**config.mk**
```make
export PLATFORM = sky130hd
export DESIGN_NAME = packbits_plane_decoder
export DESIGN_NICKNAME = d
export VERILOG_FILES = /design/src/hw/rtl/pbd_pkg.sv /design/src/hw/rtl/pbd_front.sv /design/src/hw/rtl/pbd_queue.sv /design/src/hw/rtl/pbd_back.sv /design/src/hw/rtl/packbits_plane_decoder.sv
export SDC_FILE = /design/constraint.sdc
export NUM_CORES = 1
export LEC_CHECK = 0
export ABC_AREA = 0
export BUFFER_PORTS_ARGS = -buffer_cell sky130_fd_sc_hd__buf_2
export CORE_ASPECT_RATIO = 0.9
export CORE_MARGIN = 5
export CORE_UTILIZATION = 55
export CTS_CLUSTER_SIZE = 30
export DETAILED_ROUTE_END_ITERATION = 7
export GPL_TIMING_DRIVEN = 1
export PLACE_DENSITY_LB_ADDON = 0.15
export SYNTH_ARGS = -nofsm -noshare
export SYNTH_HDL_FRONTEND = slang
export SYNTH_SLANG_ARGS = --single-unit
```
**constraint.sdc**
```tcl
create_clock -name clk -period 12.96 [get_ports clk]
set_input_delay 1.296 -clock clk [delete_from_list [all_inputs] [get_ports clk]]
set_output_delay 1.296 -clock clk [all_outputs]
set_load 0.005 [all_outputs]
```
**src/hw/rtl/pbd_pkg.sv**
```systemverilog
// pbd_pkg: shared types and constants of the packbits plane decoder
// used by pbd_front, pbd_queue, pbd_back and packbits_plane_decoder
package pbd_pkg;

  localparam int QueueDepth = 4;
  localparam int QueuePtrW  = $clog2(QueueDepth);
  localparam int QueueCntW  = $clog2(QueueDepth + 1);

  localparam int CfgIndexW = 8;
  localparam int CfgDataW  = 16;

  localparam logic [CfgIndexW-1:0] RegLineWidth  = 8'd0;
  localparam logic [CfgIndexW-1:0] RegLineCount  = 8'd1;
  localparam logic [CfgIndexW-1:0] RegByteStride = 8'd2;
  localparam logic [CfgIndexW-1:0] RegNeg128Noop = 8'd3;

  localparam logic [7:0] HeaderNeg128 = 8'h80;

  localparam logic StatusData      = 1'b0;
  localparam logic StatusTruncated = 1'b1;

  // classified stream byte, as queued between front and back
  typedef struct packed {
    logic [7:0] data;
    logic       is_end;
    logic       is_neg;
    logic       is_neg128;
  } token_t;

  typedef struct packed {
    logic [14:0] line_width;
    logic [14:0] line_count;
    logic [4:0]  byte_stride;
    logic        neg128_noop;
  } cfg_t;

  typedef struct packed {
    logic full;
    logic empty;
  } queue_status_t;

  typedef enum logic [2:0] {
    PH_HEADER  = 3'b001,
    PH_RUN     = 3'b010,
    PH_LITERAL = 3'b100
  } phase_t;

endpackage

```
**src/hw/rtl/pbd_front.sv**
```systemverilog
// pbd_front: input channel of the decoder, classifies each stream byte
// and pushes it into the token queue; depends on pbd_pkg
module pbd_front (
  input  logic                   in_valid,
  output logic                   in_stall,
  input  logic [7:0]             in_byte,
  input  logic                   stream_end,
  input  pbd_pkg::queue_status_t q_status,
  output logic                   push,
  output pbd_pkg::token_t        push_token
);

  assign in_stall = q_status.full;
  assign push     = in_valid && !q_status.full;

  always_comb begin
    push_token.data      = in_byte;
    push_token.is_end    = stream_end;
    push_token.is_neg    = in_byte[7];
    push_token.is_neg128 = (in_byte == pbd_pkg::HeaderNeg128);
  end

endmodule

```
**src/hw/rtl/pbd_queue.sv**
```systemverilog
// pbd_queue: short token queue between the front and the back
// depends on pbd_pkg for the token type and depth
module pbd_queue (
  input  logic                   clk,
  input  logic                   rst,
  input  logic                   push,
  input  pbd_pkg::token_t        push_token,
  input  logic                   pop,
  output pbd_pkg::token_t        head_token,
  output pbd_pkg::queue_status_t status
);

  pbd_pkg::token_t entries [pbd_pkg::QueueDepth];
  logic [pbd_pkg::QueuePtrW-1:0] wr_ptr;
  logic [pbd_pkg::QueuePtrW-1:0] rd_ptr;
  logic [pbd_pkg::QueueCntW-1:0] count;

  always_ff @(posedge clk) begin
    if (push) begin
      entries[wr_ptr] <= push_token;
    end
  end

  always_ff @(posedge clk) begin
    if (rst) begin
      wr_ptr <= '0;
      rd_ptr <= '0;
      count  <= '0;
    end else begin
      if (push) wr_ptr <= wr_ptr + 1'b1;
      if (pop) rd_ptr <= rd_ptr + 1'b1;
      case ({push, pop})
        2'b10:   count <= count + 1'b1;
        2'b01:   count <= count - 1'b1;
        default: count <= count;
      endcase
    end
  end

  assign head_token   = entries[rd_ptr];
  assign status.empty = (count == '0);
  assign status.full  = (count == pbd_pkg::QueueCntW'(pbd_pkg::QueueDepth));

endmodule

```
**src/hw/rtl/pbd_back.sv**
```systemverilog
// pbd_back: packet and line state of the decoder plus the result register
// takes classified tokens from pbd_queue; depends on pbd_pkg
module pbd_back (
  input  logic                   clk,
  input  logic                   rst,
  input  pbd_pkg::cfg_t          cfg,
  input  pbd_pkg::queue_status_t q_status,
  input  pbd_pkg::token_t        head_token,
  output logic                   pop,
  output logic                   out_valid,
  input  logic                   out_stall,
  output logic [7:0]             out_value,
  output logic [7:0]             repeat_count,
  output logic [31:0]            out_offset,
  output logic                   plane_done,
  output logic                   status
);

  pbd_pkg::phase_t phase, phase_next;
  logic [7:0]  literal_left, literal_left_next;
  logic [7:0]  run_length, run_length_next;
  logic [14:0] line_bytes, line_bytes_next;
  logic [14:0] line_index, line_index_next;
  logic [31:0] write_offset, write_offset_next;
  logic        done_flag, done_flag_next;

  logic        res_valid;
  logic [7:0]  res_value;
  logic [7:0]  res_count;
  logic        res_last;
  logic        res_status;

  logic        active;
  logic        finish;
  logic [7:0]  finish_count;
  logic [15:0] total;
  logic [14:0] index_inc;
  logic [7:0]  literal_dec;
  logic [12:0] step;

  assign pop = !q_status.empty && (!out_valid || !out_stall);

  assign active = !done_flag && (cfg.line_width != '0) && (line_index < cfg.line_count);
  assign literal_dec = literal_left - 8'd1;
  assign total = {1'b0, line_bytes} + {8'd0, finish_count};
  assign index_inc = line_index + 15'd1;

  always_comb begin
    phase_next        = phase;
    literal_left_next = literal_left;
    run_length_next   = run_length;
    line_bytes_next   = line_bytes;
    line_index_next   = line_index;
    write_offset_next = write_offset;
    done_flag_next    = done_flag;
    res_valid         = 1'b0;
    res_value         = head_token.data;
    res_count         = 8'd1;
    res_last          = 1'b0;
    res_status        = pbd_pkg::StatusData;
    finish            = 1'b0;
    finish_count      = run_length;
    step              = {8'd0, cfg.byte_stride};

    if (active) begin
      if (head_token.is_end) begin
        res_valid  = 1'b1;
        res_value  = 8'd0;
        res_count  = 8'd0;
        res_status = pbd_pkg::StatusTruncated;
      end else begin
        case (phase)
          pbd_pkg::PH_HEADER: begin
            if (head_token.is_neg) begin
              if (!(head_token.is_neg128 && cfg.neg128_noop)) begin
                // 1 - h for a negative header, 2 to 129
                run_length_next = 8'd1 - head_token.data;
                phase_next      = pbd_pkg::PH_RUN;
              end
            end else begin
              run_length_next   = head_token.data + 8'd1;
              literal_left_next = head_token.data + 8'd1;
              phase_next        = pbd_pkg::PH_LITERAL;
            end
          end
          pbd_pkg::PH_RUN: begin
            res_valid    = 1'b1;
            res_count    = run_length;
            step         = 13'(run_length) * 13'(cfg.byte_stride);
            phase_next   = pbd_pkg::PH_HEADER;
            finish       = 1'b1;
            finish_count = run_length;
          end
          pbd_pkg::PH_LITERAL: begin
            res_valid         = 1'b1;
            literal_left_next = literal_dec;
            if (literal_dec == 8'd0) begin
              phase_next   = pbd_pkg::PH_HEADER;
              finish       = 1'b1;
              finish_count = run_length;
            end
          end
          default: begin
            phase_next = pbd_pkg::PH_HEADER;
          end
        endcase
        if (res_valid) begin
          write_offset_next = write_offset + {19'd0, step};
        end
        if (finish) begin
          // packet end: line ends once the count reaches the width
          if (total < {1'b0, cfg.line_width}) begin
            line_bytes_next = total[14:0];
          end else begin
            line_bytes_next = '0;
            line_index_next = index_inc;
            if (index_inc >= cfg.line_count) begin
              done_flag_next = 1'b1;
              res_last       = 1'b1;
            end
          end
        end
      end
    end
  end

  always_ff @(posedge clk) begin
    if (rst) begin
      phase        <= pbd_pkg::PH_HEADER;
      literal_left <= '0;
      run_length   <= '0;
      line_bytes   <= '0;
      line_index   <= '0;
      write_offset <= '0;
      done_flag    <= 1'b0;
    end else if (pop) begin
      phase        <= phase_next;
      literal_left <= literal_left_next;
      run_length   <= run_length_next;
      line_bytes   <= line_bytes_next;
      line_index   <= line_index_next;
      write_offset <= write_offset_next;
      done_flag    <= done_flag_next;
    end
  end

  always_ff @(posedge clk) begin
    if (rst) begin
      out_valid <= 1'b0;
    end else if (pop) begin
      out_valid <= res_valid;
    end else if (!out_stall) begin
      out_valid <= 1'b0;
    end
  end

  // result payload, loaded only when a token is taken
  always_ff @(posedge clk) begin
    if (pop && res_valid) begin
      out_value    <= res_value;
      repeat_count <= res_count;
      out_offset   <= write_offset;
      plane_done   <= res_last;
      status       <= res_status;
    end
  end

endmodule

```
**src/hw/rtl/packbits_plane_decoder.sv**
```systemverilog
// packbits_plane_decoder: top level, configuration registers and the
// front / queue / back chain; depends on pbd_pkg, pbd_front, pbd_queue, pbd_back
//
// Usage:
//   Input channel (in_valid, in_stall, in_byte, stream_end) takes one byte of
//   the compressed plane per transfer. Output channel (out_valid, out_stall,
//   out_value, repeat_count, out_offset, plane_done, status) gives one write
//   per run value or literal byte, or one error when stream_end arrives early.
//   Header bytes and ignored bytes give no output.
//   Configuration (cfg_valid, cfg_ready, cfg_index, cfg_data) writes
//   line_width (0), line_count (1), byte_stride (2), neg128_noop (3); ready is
//   always high. Write only while the block is idle.
//   Throughput: one byte per cycle while out_stall is low, set by the back end
//   that updates packet and line state for each byte it pops. A transferred
//   byte is registered in a queue entry and then in the output register.
//   A four-entry token queue sits between the input and the back end, so the
//   input keeps taking bytes while a result waits; when out_stall holds, the
//   queue fills and in_stall rises once four bytes wait in it.
//   Reset (rst, synchronous) clears decode state, empties the queue and
//   restores line_width 1, line_count 1, byte_stride 1, neg128_noop 0.
module packbits_plane_decoder (
  input  logic                            clk,
  input  logic                            rst,
  input  logic                            in_valid,
  output logic                            in_stall,
  input  logic [7:0]                      in_byte,
  input  logic                            stream_end,
  output logic                            out_valid,
  input  logic                            out_stall,
  output logic [7:0]                      out_value,
  output logic [7:0]                      repeat_count,
  output logic [31:0]                     out_offset,
  output logic                            plane_done,
  output logic                            status,
  input  logic                            cfg_valid,
  output logic                            cfg_ready,
  input  logic [pbd_pkg::CfgIndexW-1:0]   cfg_index,
  input  logic [pbd_pkg::CfgDataW-1:0]    cfg_data
);

  pbd_pkg::cfg_t          cfg;
  pbd_pkg::queue_status_t q_status;
  pbd_pkg::token_t        push_token;
  pbd_pkg::token_t        head_token;
  logic                   push;
  logic                   pop;

  assign cfg_ready = 1'b1;

  always_ff @(posedge clk) begin
    if (rst) begin
      cfg.line_width  <= 15'd1;
      cfg.line_count  <= 15'd1;
      cfg.byte_stride <= 5'd1;
      cfg.neg128_noop <= 1'b0;
    end else if (cfg_valid && cfg_ready) begin
      case (cfg_index)
        pbd_pkg::RegLineWidth:  cfg.line_width  <= cfg_data[14:0];
        pbd_pkg::RegLineCount:  cfg.line_count  <= cfg_data[14:0];
        pbd_pkg::RegByteStride: cfg.byte_stride <= cfg_data[4:0];
        pbd_pkg::RegNeg128Noop: cfg.neg128_noop <= cfg_data[0];
        default: ;
      endcase
    end
  end

  pbd_front u_front (
    .in_valid   (in_valid),
    .in_stall   (in_stall),
    .in_byte    (in_byte),
    .stream_end (stream_end),
    .q_status   (q_status),
    .push       (push),
    .push_token (push_token)
  );

  pbd_queue u_queue (
    .clk        (clk),
    .rst        (rst),
    .push       (push),
    .push_token (push_token),
    .pop        (pop),
    .head_token (head_token),
    .status     (q_status)
  );

  pbd_back u_back (
    .clk          (clk),
    .rst          (rst),
    .cfg          (cfg),
    .q_status     (q_status),
    .head_token   (head_token),
    .pop          (pop),
    .out_valid    (out_valid),
    .out_stall    (out_stall),
    .out_value    (out_value),
    .repeat_count (repeat_count),
    .out_offset   (out_offset),
    .plane_done   (plane_done),
    .status       (status)
  );

endmodule
```
; Word level (Yosys, flattened, before mapping)
; Memories as Yosys holds them, arrays and structs flattened. A register that Yosys moved wholly into a read port is not among the register bits.
; Cells that the tools add are included.
[totals]
word_cells = 122
regBits = 176
memories = 1
in_bits = 38
ramBits = 44
output_inout_bits = 53
[memory_table]
columns = memory, depth, word_bits, rd, rd_ports_with_merged_regs, write_ports, line_no
row1 = u_queue.entries, 4, 11, 1, 1, 1, pbd_queue.sv:13  ; pbd_pkg::token_t entries [pbd_pkg::QueueDepth];
[op_classes]
reduce_logical = 32
n_bitwise = 5
add_sub_neg = 10
mul = 1
magnitude_cmp = 3
mux = 34
n_eq_ne = 15
[ops]
columns = cell, n
row1 = $mux 8, 5
row2 = $mux 13, 3
row3 = $add 32x13->32, 1
row4 = $reduce_and 5->1, 4
row5 = $add 15x8->16, 1
row6 = $eq 8x2->1 const B, 2
row7 = $logic_not 8->1, 2
row8 = $lt 16x15->1, 1
row9 = $mux 1, 16
row10 = $pmux 8 s2, 1
row11 = $add 15x1->15 const B, 1
row12 = $ge 15x15->1, 1
row13 = $lt 15x15->1, 1
row14 = $mux 15, 1
row15 = $reduce_bool 15->1, 1
row16 = $mul 8x5->13, 1
row17 = $pmux 3 s2, 2
row18 = $mux 3, 3
row19 = $add 8x1->8 const B, 1
row20 = $eq 8x1->1 const B, 1
row21 = $eq 8x8->1 const B, 1
row22 = $reduce_and 2->1, 4
row23 = $reduce_and 4->1, 2
row24 = $sub 1x8->8 const A, 1
row25 = other kinds (24), 43

; Logic depth before layout (Yosys ltp)
[depth]
ltp_word = 8
mapped_depth = 24
ltp_nobuf = 22

; Cells and area by module
; Synthesis repeated with hierarchy kept, for this count alone.
[unflattened]
cells_unflattened = 1310
hier_area_um2 = 13281.5
[modules_own_cells]
columns = mod, cells_per_inst, area_per_inst_um2, n_inst, seq_area_each_um2
row1 = pbd_back, 1050, 9601.7, 1, 3163.0
row2 = pbd_queue, 104, 2023.2, 1, 1501.4
row3 = packbits_plane_decoder, 141, 1547.7, 1, 720.7
row4 = pbd_front, 15, 108.9, 1, 0.0

; Worst setup path before layout
; Ideal clock, no wire load.
[synth_path]
path_kind = register to register
start = register cfg[5] (netlist name)
end = register u_back.write_offset[21]
required_ps = 12890
path_stages_with_launch = 23
setup_ps = 70
synth_period_minus_slack_ps = 5363
setup_slack_ps = 7597
n_path_buf = 2
t_arrival_ps = 5293
path_cell_list = dfxtp_1 -> clkbuf_1 -> nand2_1 -> fa_1 -> fa_1 -> fa_1 -> inv_1 -> ha_1 -> a21o_1 -> a211oi_1 -> o21bai_1 -> a21oi_1 -> xor2_1 -> nor2_1 -> ha_1 -> nand4_1 -> a211oi_1 -> a21oi_1 -> o21ai_0 -> nand4_1 -> clkbuf_1 -> or3_1 -> a21oi_1
[synth_between]
elab_chain_cells = 5
[synth_rtl]
columns = element, line_no
row1 = $mul 8x5->13, pbd_back.sv:89  ; step = 13'(run_length) * 13'(cfg.byte_stride);
row2 = $mux 13 *, pbd_back.sv:72  ; case (phase)
row3 = $mux 13 *, pbd_back.sv:66  ; if (head_token.is_end) begin
row4 = $mux 13 *, pbd_back.sv:65  ; if (active) begin
row5 = $add 32x13->32 *, pbd_back.sv:108  ; write_offset_next = write_offset + {19'd0, step};
row6 = "end signal, assigned", pbd_back.sv:142  ; write_offset <= write_offset_next;
row7 = "end, declared", pbd_back.sv:24  ; logic [31:0] write_offset, write_offset_next;
; Mark *: on every way between the ends. The rest lies on a longest branch, timed or not. The select of a mux whose other input is x is not followed.
; A chain may end at the register's enable or synchronous reset.

; Final worst setup path
[layout_path]
start = register cfg[5] (netlist name)
end = register u_back.write_offset[29]
[layout_between]
elab_chain_cells = 5
[layout_rtl]
columns = element, line_no
row1 = $mul 8x5->13, pbd_back.sv:89
row2 = $mux 13 *, pbd_back.sv:72
row3 = $mux 13 *, pbd_back.sv:66
row4 = $mux 13 *, pbd_back.sv:65
row5 = $add 32x13->32 *, pbd_back.sv:108
; Marks and branches as above.

==> results by group <==
Status
  • Status: completed

Clocking
  • H-tree levels: 1
  • CTS Sinks: 218
  • CTS tree: built
  • Root Buffer: clkbuf_16
  • PostCTS Resize Cnt: 0
  • Number of CTS-inserted buffers: 24
  • Setup bufs post-CTS: 0
  • Worst skew pair latency: 0.52 ns
  • CTS Hold Bufs: 0
  • Worst-path clk slew: 0.06 ns
  • Clock buffer depth: 3

Worst setup path
  • Critical path capture point type: flip-flop
  • Critical R2R Launch: cfg[5]
  • Reg2Reg Depth: 20
  • CP Launch Type: flip-flop
  • WS Path Type: flip-flop to flip-flop
  • WP data required: 13.40 ns
  • CP max FO: 16
  • FF-to-FF setup slack: 6.50 ns
  • R2r endpoint: u_back.write_offset[29]
  • Crit path DAT: 6.90 ns

Synthesis
  • Ys Warns: 0
  • Post-synth top area share: 0.219
  • Yosys cell types: 61
  • Mapped cell area: 12300 um^2
  • Most used standard cell by instance count after synthesis: dfxtp_1
  • Mapped Cells: 1276
  • Sequential area share after synthesis: 0.427
  • Ys flop type: dfxtp_1
  • Most frequent cells after synthesis: dfxtp_1, a21oi_1, nor2_1, ha_1, nand2_1
  • Syn Area/Cell: 9.67 um^2
  • Asr flop ratio synth: 0
  • Largest area contributor in the netlist: edfxtp_1
  • Seq cells post-synth: 218
  • Top cells by area, synth: edfxtp_1, dfxtp_1, ha_1
  • Number of flops mapped to enable cells by yosys: 90
  • Post-synth net total: 1432

Route
  • Final WL: 26600 um
  • Post-route DRC: 0
  • Antenna Nets Post-Route: 0
  • M1 WL: 12800 um
  • Metal2 WL: 12200 um
  • Highest metal used: met4
  • DR iter-0 viols: 495
  • Wire per inst: 16.0 um
  • DR vias/cell: 5.61
  • DRT Pass-1 Iters: 5
  • Met3 wire length: 1200 um
  • Total number of vias: 9330

Worst hold path
  • Hold Crit Depth: 2
  • Origin of the worst min-delay path: u_back.line_bytes[4]
  • Worst Hold Class: flip-flop to flip-flop
  • Worst Hold End: u_back.line_bytes[4]

Global routing
  • Maximum number of pins on one net before global-route repair: 73
  • GRT Overall Usage: 0.205
  • Vias in the first global route: 8989
  • First-pass GRT wire length: 44400 um
  • Initial antenna violation count: 0
  • GR Overflow Total: 0

STA
  • Crit path time final: 6.46 ns
  • Setup violation total in the final timing report: 0
  • Worst-Margin Slew: 1.07 ns
  • Fmax: 155 MHz
  • Setup TNS: 0 ns
  • Slew HR: 0.286
  • Final Skew: 0.0210 ns
  • Fin crit share: 0.499
  • Final WS setup: 6.50 ns
  • Final Hold Fails: 0
  • Fin. max-slew vios: 0
  • RSZ-0062 raised after global routing: false

Final layout
  • Final nets: 1505
  • Util after Layout: 0.621
  • Layout cells sized above 1: 0.111
  • Area growth syn-to-layout: 12.4%
  • Inserted Diodes: 0
  • Reg area: 5270 um^2
  • Area occupied by multi-input gates: 6580 um^2
  • Fill count: 1863
  • Post-route insts no fill: 1664

Floorplanning
  • Io pins: 91
  • # rows: 52
  • Starting Density: 0.553
  • CORE AREA: 22300 um^2
  • Die outline height: 152 um
  • Die area: 25500 um^2
  • Die extent in x: 168 um

Power and ir drop
  • Peak supply drop: 81.2 uV
  • P_leak: 0.00563 uW
  • Design Power: 2290 uW
  • Pwr Density: 165 nW/um^2

Job
  • Max cap viols: 0

Placed design
  • Final GP Congestion: 0.858
  • Setup Slack @ Placement: 6.51 ns
  • Dpl hpwl: 19000 um
  • Placed Cells: 1620
  • Port-buffer cells: 88
cell usage in the layout, fill, tap and decap left out, types with 8 or more instances in the layout:
master / Yosys / routed
dfxtp_1: 128 / 128
a21oi_1: 109 / 109
nor2_1: 105 / 105
nand2_1: 97 / 97
ha_1: 97 / 97
edfxtp_1: 90 / 90
buf_2: 4 / 87
inv_1: 84 / 84
o21ai_0: 72 / 72
mux2i_1: 44 / 44
and2_1: 42 / 42
nand3_1: 41 / 41
xnor2_1: 34 / 34
or3_1: 25 / 25
clkbuf_16: 0 / 25
xor2_1: 22 / 22
fa_1: 21 / 21
nor3_1: 20 / 20
a21o_1: 16 / 16
a211oi_1: 15 / 15
or4_1: 15 / 15
nor2b_1: 14 / 14
and3_1: 13 / 13
nand4_1: 13 / 13
a211o_1: 11 / 11
mux4_2: 9 / 9
nand3b_1: 9 / 9
o31ai_1: 9 / 9
nand2b_1: 8 / 8
worst max path at each step:
stage / start / cells past startpoint / endpoint / slack [ns]
floorplan: cfg[5] / 22 / u_back.write_offset[21] / 7.60
global placement: cfg[5] / 20 / u_back.write_offset[25] / 6.65
detailed placement: cfg[5] / 20 / u_back.write_offset[27] / 6.51
CTS: cfg[5] / 20 / u_back.write_offset[27] / 6.49
global route: cfg[4] / 20 / u_back.write_offset[29] / 6.02
finish: cfg[5] / 20 / u_back.write_offset[29] / 6.50
where the power goes:
part           internal [uW]  leakage, uW  switching (uW)  total (uW)
clock network            453     0.000408             277         731
registers                839      0.00188            78.1         917
logic                    251      0.00334             395         646
total                   1540      0.00563             751        2290
logic make-up after synthesis:
group | share of synthesized area
xor+xnor | 0.0398
mux | 0.0549
compound gates | 0.127
buf+inv | 0.0406
fa+ha+maj | 0.132
flops | 0.427
simple gates | 0.178
other cells | 0.000304
metal layers:
layer,GRT usage,vias to the layer above
li1,-,4708
met1,0.295,4389
met2,0.335,198
met3,0.0283,35
met4,0.0390,0
met5,0,-
flip-flops by register name (all words and copies together), names as in the netlist, named ones only:
name and flops:
u_queue.entries 40, cfg 36, u_back.out_offset 32, u_back.write_offset 32, u_back.line_bytes 15, u_back.line_index 15, u_back.literal_left 8, u_back.out_value 8
u_back.repeat_count 8, u_back.run_length 8, u_back.phase 3, u_queue.count 3, u_queue.rd_ptr 2, u_queue.wr_ptr 2, u_back.done_flag 1, u_back.out_valid 1
u_back.plane_done 1, u_back.status 1
cell type report:
type,count,area share
clock inverters,15,0.0156
multi-input cells,928,0.474
inverters,84,0.0227
repair buffers,93,0.0347
clock buffers,29,0.0462
well taps,297,0.0268
flip-flops and latches,218,0.380
critical path, stage by stage, from the launching register on:
cell      delay [ns]
dfxtp_1         0.59
nand2_1         0.15
fa_1            0.52
fa_1            0.52
fa_1            0.54
inv_1           0.04
ha_1            0.32
a21o_1          0.21
a211oi_1        0.42
o21bai_1        0.13
a21oi_1         0.18
xor2_1          0.17
nor2_1          0.08
ha_1            0.40
nand4_1         0.11
a211oi_1        0.18
a21oi_1         0.13
o21ai_0         0.41
nand4_1         0.55
or4_1           0.59
a21oi_1         0.15
metrics by stage:
step / hold WS, ns / instance area, um^2
floorplan: 0.423 / 12300
global placement: 0.439 / 13000
detailed placement: 0.444 / 13000
CTS: 0.457 / 13900
global route: 0.479 / 13900
finish: 0.456 / 13900
Note: power is estimated with default switching activity, not from simulation.
